`src/rtl/mmc_pkg.sv`:
```
`timescale 1ns / 1ps
`default_nettype none

package mmc_pkg;

  localparam int unsigned NumAxes = 3;
  localparam int unsigned AxisW   = 16;
  localparam int unsigned ScaleW  = 32;
  localparam int unsigned LimitW  = 15;
  localparam int unsigned CountW  = 16;
  localparam int unsigned QuoW    = 27;

  localparam logic signed [AxisW-1:0] MinStart   = 16'sd32764;
  localparam logic signed [AxisW-1:0] MaxStart   = -16'sd32763;
  localparam logic [ScaleW-1:0]       ScaleOne   = 32'h0001_0000;
  localparam logic [ScaleW-1:0]       ScaleSat   = 32'hFFFF_FFFF;
  localparam logic [QuoW-1:0]         ScaleNumer = 27'd131072000;
  localparam logic [LimitW-1:0]       LimitReset = 15'd600;

  typedef logic signed [AxisW-1:0] axis_t;
  typedef logic [ScaleW-1:0]       scale_t;

  typedef struct packed {
    logic             start;
    logic [AxisW-1:0] divisor;
  } div_req_t;

  typedef struct packed {
    logic            done;
    logic [QuoW-1:0] quotient;
  } div_rsp_t;

endpackage

`default_nettype wire

```
`src/rtl/mmc_mul.sv`:
```
`timescale 1ns / 1ps
`default_nettype none

module mmc_mul import mmc_pkg::*; (
  input  wire    clk_i,
  input  axis_t  raw_i,
  input  axis_t  off_i,
  input  scale_t scale_i,
  output axis_t  corr_o
);

  logic signed [AxisW:0]  diff;
  logic [AxisW:0]         mag;
  logic                   neg;
  logic [AxisW+ScaleW:0]  prod;
  logic [ScaleW:0]        quo_q;
  logic                   neg_q;

  always_comb begin
    diff = {raw_i[AxisW-1], raw_i} - {off_i[AxisW-1], off_i};
    neg  = diff[AxisW];
    mag  = neg ? ((AxisW+1)'(0) - diff) : diff;
    prod = (AxisW+ScaleW+1)'(mag) * (AxisW+ScaleW+1)'(scale_i);
  end

  // register the product before saturation
  always_ff @(posedge clk_i) begin
    quo_q <= prod[AxisW+ScaleW:16];
    neg_q <= neg;
  end

  always_comb begin
    if (neg_q) begin
      if (quo_q > (ScaleW+1)'(32768)) corr_o = -16'sd32768;
      else                            corr_o = AxisW'((ScaleW+1)'(0) - quo_q);
    end else begin
      if (quo_q > (ScaleW+1)'(32767)) corr_o = 16'sd32767;
      else                            corr_o = quo_q[AxisW-1:0];
    end
  end

endmodule

`default_nettype wire

```
`src/rtl/mmc_div.sv`:
```
`timescale 1ns / 1ps
`default_nettype none

module mmc_div import mmc_pkg::*; (
  input  wire      clk_i,
  input  wire      rst_ni,
  input  div_req_t req_i,
  output div_rsp_t rsp_o
);

  logic             run_q;
  logic             done_q;
  logic [4:0]       cnt_q;
  logic [AxisW-1:0] den_q;
  logic [AxisW-1:0] rem_q;
  logic [QuoW-1:0]  num_q;
  logic [AxisW:0]   trial;
  logic             fits;

  always_comb begin
    trial = {rem_q, num_q[QuoW-1]};
    fits  = trial >= {1'b0, den_q};
  end

  always_ff @(posedge clk_i or negedge rst_ni) begin
    if (!rst_ni) begin
      run_q  <= 1'b0;
      done_q <= 1'b0;
      cnt_q  <= '0;
    end else begin
      done_q <= 1'b0;
      if (req_i.start) begin
        run_q <= 1'b1;
        cnt_q <= '0;
      end else if (run_q) begin
        cnt_q <= cnt_q + 5'd1;
        if (cnt_q == 5'(QuoW - 1)) begin
          run_q  <= 1'b0;
          done_q <= 1'b1;
        end
      end
    end
  end

  // one quotient bit per cycle, shifted into the numerator register
  always_ff @(posedge clk_i) begin
    if (req_i.start) begin
      den_q <= req_i.divisor;
      rem_q <= '0;
      num_q <= ScaleNumer;
    end else if (run_q) begin
      rem_q <= fits ? AxisW'(trial - {1'b0, den_q}) : trial[AxisW-1:0];
      num_q <= {num_q[QuoW-2:0], fits};
    end
  end

  assign rsp_o.done     = done_q;
  assign rsp_o.quotient = num_q;

endmodule

`default_nettype wire

```
`src/rtl/magnetometer_minmax_calibration.sv`:
```
`timescale 1ns / 1ps
`default_nettype none
// Channel   Direction  Handshake                   Payload
// in        in         in_valid_i / in_ready_o     action, raw_x/y/z
// out       out        out_valid_o / out_ready_i   corrected, flags, offsets, scales
// cfg       in         cfg_we_i                    cfg_wdata_i (cal_sample_limit)
//
// A sample result is offered once one shared multiplier has corrected the
// three axes in turn, each in the StMul and StSat states. The finishing
// sample then passes StFin for each axis and also StDiv for each axis with a
// nonzero span (bit-serial divider, one quotient bit a cycle). A start result
// is offered in StOut, entered straight from StIdle. Reset is asynchronous
// and active low; no clearing pass is needed. A stalled result holds the
// block; no new transaction is taken until it leaves.

module magnetometer_minmax_calibration import mmc_pkg::*; (
  input  wire               clk_i,
  input  wire               rst_ni,
  input  wire               in_valid_i,
  output logic              in_ready_o,
  input  wire               action_i,
  input  axis_t             raw_x_i,
  input  axis_t             raw_y_i,
  input  axis_t             raw_z_i,
  output logic              out_valid_o,
  input  wire               out_ready_i,
  output axis_t             corrected_x_o,
  output axis_t             corrected_y_o,
  output axis_t             corrected_z_o,
  output logic              cal_busy_o,
  output logic              cal_done_o,
  output logic              start_accepted_o,
  output axis_t             offset_x_o,
  output axis_t             offset_y_o,
  output axis_t             offset_z_o,
  output scale_t            scale_x_o,
  output scale_t            scale_y_o,
  output scale_t            scale_z_o,
  input  wire               cfg_we_i,
  input  wire  [LimitW-1:0] cfg_wdata_i
);

  localparam logic [2:0] StIdle = 3'd0;
  localparam logic [2:0] StMul  = 3'd1;
  localparam logic [2:0] StSat  = 3'd2;
  localparam logic [2:0] StFin  = 3'd3;
  localparam logic [2:0] StDiv  = 3'd4;
  localparam logic [2:0] StOut  = 3'd5;

  localparam logic [1:0] LastAxis = 2'(NumAxes - 1);

  logic [2:0]        state_q, state_d;
  logic [1:0]        axis_q, axis_d;
  logic              action_q;
  axis_t             raw_q   [NumAxes];
  axis_t             min_q   [NumAxes];
  axis_t             max_q   [NumAxes];
  axis_t             off_q   [NumAxes];
  scale_t            scale_q [NumAxes];
  axis_t             corr_q  [NumAxes];
  logic [CountW-1:0] cnt_q;
  logic [CountW-1:0] cnt_inc;
  logic              busy_q;
  logic              done_q;
  logic              acc_q;
  logic [LimitW-1:0] limit_q;

  logic              in_fire;
  logic              last;
  logic signed [AxisW:0] diff_s;
  logic [AxisW-1:0]  diff_u;
  axis_t             corr;
  div_req_t          div_req;
  div_rsp_t          div_rsp;

  assign in_fire = in_valid_i && in_ready_o;
  assign last    = axis_q == LastAxis;
  assign cnt_inc = cnt_q + CountW'(1);

  always_comb begin
    diff_s = {max_q[axis_q][AxisW-1], max_q[axis_q]} - {min_q[axis_q][AxisW-1], min_q[axis_q]};
    diff_u = diff_s[AxisW] ? '0 : diff_s[AxisW-1:0];
  end

  mmc_mul u_mul (
    .clk_i   (clk_i),
    .raw_i   (raw_q[axis_q]),
    .off_i   (off_q[axis_q]),
    .scale_i (scale_q[axis_q]),
    .corr_o  (corr)
  );

  assign div_req.start   = (state_q == StFin) && (diff_u != '0);
  assign div_req.divisor = diff_u;

  mmc_div u_div (
    .clk_i  (clk_i),
    .rst_ni (rst_ni),
    .req_i  (div_req),
    .rsp_o  (div_rsp)
  );

  always_comb begin
    state_d = state_q;
    axis_d  = axis_q;
    unique case (state_q)
      StIdle: begin
        if (in_fire) begin
          axis_d  = '0;
          state_d = action_i ? StOut : StMul;
        end
      end
      StMul: state_d = StSat;
      StSat: begin
        if (!last) begin
          axis_d  = axis_q + 2'd1;
          state_d = StMul;
        end else if (busy_q && (cnt_inc > {1'b0, limit_q})) begin
          axis_d  = '0;
          state_d = StFin;
        end else begin
          state_d = StOut;
        end
      end
      StFin: begin
        if (diff_u != '0) begin
          state_d = StDiv;
        end else if (last) begin
          state_d = StOut;
        end else begin
          axis_d = axis_q + 2'd1;
        end
      end
      StDiv: begin
        if (div_rsp.done) begin
          if (last) begin
            state_d = StOut;
          end else begin
            axis_d  = axis_q + 2'd1;
            state_d = StFin;
          end
        end
      end
      StOut: if (out_ready_i) state_d = StIdle;
      default: state_d = StIdle;
    endcase
  end

  always_ff @(posedge clk_i or negedge rst_ni) begin
    if (!rst_ni) begin
      state_q <= StIdle;
      axis_q  <= '0;
      cnt_q   <= '0;
      busy_q  <= 1'b0;
      done_q  <= 1'b0;
      acc_q   <= 1'b0;
      limit_q <= LimitReset;
      for (int i = 0; i < NumAxes; i++) begin
        min_q[i]   <= MinStart;
        max_q[i]   <= MaxStart;
        off_q[i]   <= '0;
        scale_q[i] <= ScaleOne;
      end
    end else begin
      state_q <= state_d;
      axis_q  <= axis_d;
      if (cfg_we_i) limit_q <= cfg_wdata_i;
      unique case (state_q)
        StIdle: begin
          if (in_fire) begin
            done_q <= 1'b0;
            acc_q  <= action_i && !busy_q;
            if (action_i && !busy_q) begin
              busy_q <= 1'b1;
              cnt_q  <= '0;
              for (int i = 0; i < NumAxes; i++) begin
                min_q[i] <= MinStart;
                max_q[i] <= MaxStart;
              end
            end
          end
        end
        StSat: begin
          if (busy_q) begin
            if (raw_q[axis_q] < min_q[axis_q]) min_q[axis_q] <= raw_q[axis_q];
            if (raw_q[axis_q] > max_q[axis_q]) max_q[axis_q] <= raw_q[axis_q];
            if (last) cnt_q <= cnt_inc;
          end
        end
        StFin: begin
          off_q[axis_q] <= AxisW'(max_q[axis_q] - axis_t'({1'b0, diff_u[AxisW-1:1]}));
          if (diff_u == '0) begin
            scale_q[axis_q] <= ScaleSat;
            if (last) begin
              busy_q <= 1'b0;
              done_q <= 1'b1;
            end
          end
        end
        StDiv: begin
          if (div_rsp.done) begin
            scale_q[axis_q] <= ScaleW'(div_rsp.quotient);
            if (last) begin
              busy_q <= 1'b0;
              done_q <= 1'b1;
            end
          end
        end
        default: ;
      endcase
    end
  end

  always_ff @(posedge clk_i) begin
    if (in_fire) begin
      action_q <= action_i;
      raw_q[0] <= raw_x_i;
      raw_q[1] <= raw_y_i;
      raw_q[2] <= raw_z_i;
      for (int i = 0; i < NumAxes; i++) corr_q[i] <= '0;
    end else if (state_q == StSat && !action_q) begin
      corr_q[axis_q] <= corr;
    end
  end

  assign in_ready_o       = state_q == StIdle;
  assign out_valid_o      = state_q == StOut;
  assign corrected_x_o    = corr_q[0];
  assign corrected_y_o    = corr_q[1];
  assign corrected_z_o    = corr_q[2];
  assign cal_busy_o       = busy_q;
  assign cal_done_o       = done_q;
  assign start_accepted_o = acc_q;
  assign offset_x_o       = off_q[0];
  assign offset_y_o       = off_q[1];
  assign offset_z_o       = off_q[2];
  assign scale_x_o        = scale_q[0];
  assign scale_y_o        = scale_q[1];
  assign scale_z_o        = scale_q[2];

endmodule

`default_nettype wire

```
`config.mk`:
```
export PLATFORM = sky130hd
export DESIGN_NAME = magnetometer_minmax_calibration
export DESIGN_NICKNAME = d
export VERILOG_FILES = /design/src/rtl/mmc_pkg.sv /design/src/rtl/mmc_mul.sv /design/src/rtl/mmc_div.sv /design/src/rtl/magnetometer_minmax_calibration.sv
export SDC_FILE = /design/constraint.sdc
export NUM_CORES = 2
export LEC_CHECK = 0
export ABC_AREA = 1
export ABC_CLOCK_PERIOD_IN_PS = 10700
export BUFFER_PORTS_ARGS = -buffer_cell sky130_fd_sc_hd__clkbuf_2
export CAP_MARGIN = 20
export CELL_PAD_IN_SITES_DETAIL_PLACEMENT = 1
export CELL_PAD_IN_SITES_GLOBAL_PLACEMENT = 1
export CORE_ASPECT_RATIO = 1.4
export CORE_MARGIN = 8
export CORE_UTILIZATION = 48
export CTS_BUF_LIST = sky130_fd_sc_hd__clkbuf_4
export DETAILED_ROUTE_END_ITERATION = 8
export PLACE_DENSITY_LB_ADDON = 0.1
export SYNTH_ARGS = -nofsm -noshare
export SYNTH_HDL_FRONTEND = slang
export SYNTH_HIERARCHICAL = 1
export SYNTH_SLANG_ARGS = --single-unit
```
`constraint.sdc`:
```
create_clock -name clk_i -period 10.7 [get_ports clk_i]
set_input_delay 1.605 -clock clk_i [delete_from_list [all_inputs] [get_ports clk_i]]
set_output_delay 1.605 -clock clk_i [all_outputs]
set_load 0.05 [all_outputs]
```
**Word level (Yosys, flattened, before mapping)**

Memory sizes are Yosys's and may differ from the RTL's.
Index checks and enable logic that the tools add are counted.

- Bits in registers: 380
- Bits in latches: 0
- Bits in writable memories: 96
- Bits in read-only memories: 0
- Memories: 2

Memories:

| memory | words | width | read ports | clocked after memory_dff | wr ports | line | text |
|---|---|---|---|---|---|---|---|
| corr_q | 3 | 16 | 3 | 0 | 3 | magnetometer_minmax_calibration.sv:60 | `axis_t corr_q [NumAxes];` |
| raw_q | 3 | 16 | 1 | 0 | 3 | magnetometer_minmax_calibration.sv:55 | `axis_t raw_q [NumAxes];` |

- Add/subtract/negate cells: 9
- Multiply operators: 1
- Divide/modulo/power cells: 0
- Order comparisons: 8
- Eq/ne operators: 19
- Shift operators: 0
- Multiplexer cells: 88
- Bitwise operators: 2
- Reduce and logical (&&, ||, !) cells: 26

Operators by type and width:

| cell | count |
|---|---|
| two-way mux 48 bit | 8 |
| two-way mux 16 bit | 17 |
| two-way mux 96 bit | 2 |
| one-hot mux 48 bit (2 select lines) | 2 |
| one-hot mux 96 bit (2 select lines) | 1 |
| bitwise mux 48 bit | 3 |
| binary-select mux 16 bit (select 2 bit) | 3 |
| bitwise mux 96 bit | 1 |
| two-way mux 32 bit | 3 |
| OR 96 bit | 1 |
| binary-select mux 32 bit (select 2 bit) | 1 |
| demux 32 bit (select 2 bit) | 1 |
| multiplier 17 x 32 -> 49 bit | 1 |
| subtractor 16 x 16 -> 17 bit | 2 |
| > comparator 33 x 15 -> 1 bit, second input constant | 1 |
| > comparator 33 x 16 -> 1 bit, second input constant | 1 |
| demux 16 bit (select 2 bit) | 1 |
| one-hot mux 16 bit (2 select lines) | 1 |
| subtractor 16 bit | 2 |
| two-way mux 3 bit | 9 |
| AND reduction 5 bit | 5 |
| two-way mux 1 bit | 21 |
| one-hot mux 3 bit (6 select lines) | 1 |
| greater-or-equal comparator 17 x 16 -> 1 bit | 1 |
| 37 further kinds | 64 |

**Logic depth before layout (Yosys ltp)**

- Depth after elaboration: 9
- Mapped depth: 52

**By module**

Netlist, hierarchy kept.

Modules (own cells, without submodules):

| module | times used | cells an instance | area each (um2) | sequential area each (um2) |
|---|---|---|---|---|
| magnetometer_minmax_calibration | 1 | 2694 | 21270.4 | 9963.3 |
| mmc_mul | 1 | 2771 | 20787.4 | 680.7 |
| mmc_div | 1 | 438 | 3515.9 | 1516.5 |

**Worst setup path before layout**

OpenSTA, ideal clock, no wires.

- Path type: flip-flop to flip-flop
- From: register axis_q[0]
- To: register u_mul.quo_q[17]
- Library setup time: 0.123 ns
- Arrival time: 7.844 ns
- Setup slack: 2.733 ns
- Stages on the path, launching flop included: 41
- Path through: dfrtp_1 > inv_1 > clkbuf_1 > clkbuf_1 > clkbuf_1 > o21ai_0 > o21ai_0 > inv_1 > ha_1 > a21oi_2 > nor3_1 > nor3_1 > nand2_2 > nand2_1 > nand2_1 > nand2_1 > nand2_1 > inv_2 > (+5 left out) > inv_1 > fa_1 > inv_1 > fa_1 > fa_1 > inv_1 > fa_1 > inv_1 > ha_1 > nand2_1 > nor2_1 > inv_1 > nor3_1 > o21a_1 > nor2_1 > o21ai_0 > a21oi_1 > xor2_1

- Longest elaborated chain between the ends: 8
- Elaborated cells on any way between the ends: 12

RTL lines:

| element | line | text |
|---|---|---|
| start, declared | magnetometer_minmax_calibration.sv:53 | `logic [1:0] axis_q, axis_d;` |
| start signal, assigned | magnetometer_minmax_calibration.sv:166 | `axis_q <= axis_d;` |
| NOT 2 -> 3 bit (implied by the code) | magnetometer_minmax_calibration.sv:88, magnetometer_minmax_calibration.sv:89 |  |
| binary-select mux 16 bit (select 2 bit) | magnetometer_minmax_calibration.sv:88 | `.off_i (off_q[axis_q]),` |
| two-way mux 16 bit (implied by the code) (2 in series) | magnetometer_minmax_calibration.sv:88 |  |
| subtractor 16 x 16 -> 17 bit | mmc_mul.sv:20 | `diff = {raw_i[AxisW-1], raw_i} - {off_i[AxisW-1], off_i};` |
| subtractor 1 x 17 -> 17 bit | mmc_mul.sv:22 | `mag = neg ? ((AxisW+1)'(0) - diff) : diff;` |
| two-way mux 17 bit | mmc_mul.sv:22 |  |
| multiplier 17 x 32 -> 49 bit * | mmc_mul.sv:23 | `prod = (AxisW+ScaleW+1)'(mag) * (AxisW+ScaleW+1)'(scale_i);` |
| via u_mul.prod[33] | mmc_mul.sv:15 | `logic [AxisW+ScaleW:0] prod;` |
| end signal, assigned | mmc_mul.sv:28 | `quo_q <= prod[AxisW+ScaleW:16];` |
| end, declared | mmc_mul.sv:16 | `logic [ScaleW:0] quo_q;` |

The timed path passes the listed nets; every way through them passes the cells marked *. The select of a mux whose other input is x is not followed.
A chain may end at the register's enable or synchronous reset.

**Final worst setup path**

- From: register axis_q[0]
- To: register u_mul.quo_q[30]

The elaborated chain is that of the path after synthesis.

==> key figures <==
Run status
  – Status: complete, no violations

Synthesis
  – Share of the synthesized area in the top cell type: 19.8%
  – EDFF count, synth: 113
  – Count leader, synth: nand2_1
  – Synthesized net count: 6664
  – Register area share after synthesis: 26.7%
  – Async SR Flop Fraction: 60.1%
  – Synth area leader: fa_1
  – Area contributors post-synth: fa_1 (20%), nand2_1 (13%), dfrtp_1 (13%)
  – Syn Inst Count: 5903
  – Most common flop cell mapped by yosys: dfrtp_1
  – Post-Syn Area: 0.0456 sq mm
  – Yosys warnings: 6
  – Syn_area_per_cell: 7.72 sq um
  – Seq cells post-synth: 476
  – Post-synth cell types: 64
  – Synth cell count leaders: nand2_1 (1580), inv_1 (1054), fa_1 (451)

Timing
  – Relative slew slack: 22.3%
  – Worst-margin pin slew: 1.16 ns
  – Tmin final: 10.17 ns
  – Setup TNS: 0 ns
  – Fmax: 0.0983 GHz
  – Endpoints failing hold: 0
  – RSZ-0062 raised after global routing: no
  – Fin crit share: 95.0%
  – Final Max Slew Viols: 0
  – # setup viols final: 0
  – Setup Skew: 0.0832 ns

Finish
  – Layout cell share with drive strength beyond 1: 13.6%
  – Final-stage net count: 6903
  – Area grow syn2layout: 9.11%
  – Core Util, Final: 52.9%
  – Fillers: 11900
  – Register area: 0.0122 sq mm
  – Area of the multi-input gates: 0.0281 sq mm

Critical path
  – Slowest stage delay, CP: 0.79 ns
  – WP data arrival: 11.12 ns
  – Worst setup path end: u_mul/quo_q[30]
  – Slowest CP cell: dfrtp_4
  – WP depth: 39
  – Worst path required time: 11.65 ns
  – Delay-heaviest family, CP: adder cells
  – Crit path max fanout: 45
  – Worst Setup Start Kind: flop
  – CP endpoint kind: flop
  – Worst R2R Path Depth: 39
  – Most frequent CP cell: inv_1
  – R2R Setup Slk: 0.53 ns
  – R2R Path Start: axis_q[0]
  – Setup Crit Path Kind: flop to flop
  – CP startpoint: axis_q[0]
  – RR Endpoint: u_mul/quo_q[30]
  – Critical path buffer and inverter count: 11

Clock network
  – # resized after CTS: 0
  – CTS tree: built
  – Clk root buf: clkbuf_4
  – Clk Latency, worst-skew pair: 1.09 ns
  – Num CTS Buffers: 133
  – H-tree levels: 4
  – Postcts setup bufs: 0
  – CTS Sinks: 476
  – CTS clock-pin slew for the worst setup and hold paths: 0.06 ns
  – Maximum buffer depth of the clock tree: 3
  – # hold bufs at CTS: 0

Placement
  – Placer Congestion: 0.956
  – Port Buf Inserts: 265
  – DP HPWL: 135000 um

Global routing
  – GR Overflow Total: 0
  – Pin count of the biggest net entering global routing: 122
  – GRT Total Usage: 32.7%
  – First-pass GRT wire length: 268000 um
  – Initial antenna violation count: 4
  – Vias in the first global route: 46400

Detailed routing
  – Drt wl/cell: 23.3 um
  – TritonRoute pass-1 iters: 7
  – Routed vias: 41900
  – Total Wirelength: 174000 um
  – Residual antenna-violating net count after detailed routing: 0
  – DR iter-0 viols: 2542
  – DRC: 0
  – Via-per-instance ratio: 5.61

Die
  – Die footprint: 0.105 sq mm
  – Initial core utilization: 48.5%
  – # rows: 133
  – # IOs: 266
  – Die Y: 381 um
  – CORE AREA: 0.0940 sq mm
  – Width of the die: 276 um

Job
  – Max_cap viols: 0

Hold path
  – Worst min path class: flop to flop
how the worst min path moves through the flow:
stage          cells after the start       from         to
3_3_place_gp                       2  max_q[41]  max_q[41]
4_1_cts                            2  max_q[47]  max_q[47]
5_1_grt                            2  min_q[45]  min_q[45]
2_1_floorplan                      2  max_q[33]  max_q[33]
6_report                           2  min_q[43]  min_q[43]
3_5_place_dp                       2  max_q[28]  max_q[28]
registers in the layout, summed over array words and instances, names as in the netlist, 3 cells and up:
name	flops
u_mul/quo_q	33
u_div/cnt_q	5
scale_z_o	32
offset_z_o	16
max_q	48
offset_x_o	16
min_q	48
state_q	3
offset_y_o	16
raw_q	48
u_div/den_q	16
scale_x_o	32
corr_q	48
limit_q	15
u_div/num_q	27
cnt_q	16
scale_y_o	32
u_div/rem_q	16
worst min-delay path, delay by kind of cell (launching register included):
family	cells	cell delay [ns]
DFF	1	0.36
and+or+nand+nor	2	0.09
cell usage in the layout, fill, tap and decap left out, types with 198 or more instances in the layout:
cell / count
nand2_1: 1580
fa_1: 451
o21ai_0: 342
clkbuf_2: 264
nand3_1: 239
inv_1: 1049
dfrtp_1: 230
nor2_1: 384
ha_1: 238
clkbuf_4: 198
routing by layer:
metal,share of wire (%),global-route usage (%)
met1,36,34.4
met2,51,58.6
met3,5.6,6.45
met4,7.5,22.3
met5,0.0075,0
cell type report:
cell class	count	area share, %
multi-input cells	4086	56.5
flip-flops and latches	476	24.5
inverters	1084	8.20
repair buffers	361	4.25
well taps	1215	3.06
clock buffers	198	2.99
clock inverters	41	0.543
diodes	6	0.0302
cell families after synthesis:
| group | share of synthesized area [%] |
|---|---|
| multiplexers | 0.0247 |
| buffers and inverters | 11.8 |
| AO/OA/AOI/OAI | 9.45 |
| AND/OR/NAND/NOR | 24.3 |
| XOR/XNOR | 1.35 |
| flip-flops | 26.7 |
| adder cells (fa/ha/maj) | 26.4 |
through the flow:
step | hold WS (ns) | instance area [sq um] | setup WS [ns] | cells
final | 0.460 | 49700 | 0.532 | 7467
after global routing | 0.473 | 49700 | 0.0239 | 7466
after CTS | 0.462 | 49700 | 0.525 | 7461
after detailed placement | 0.451 | 48000 | 0.577 | 7222
after global placement | 0.447 | 47900 | 0.732 | 7221
after floorplan | 0.434 | 45600 | 2.73 | 5903
Power is not shown: default switching activity piles up to over one toggle a cycle in this logic, so the estimate is an artifact.
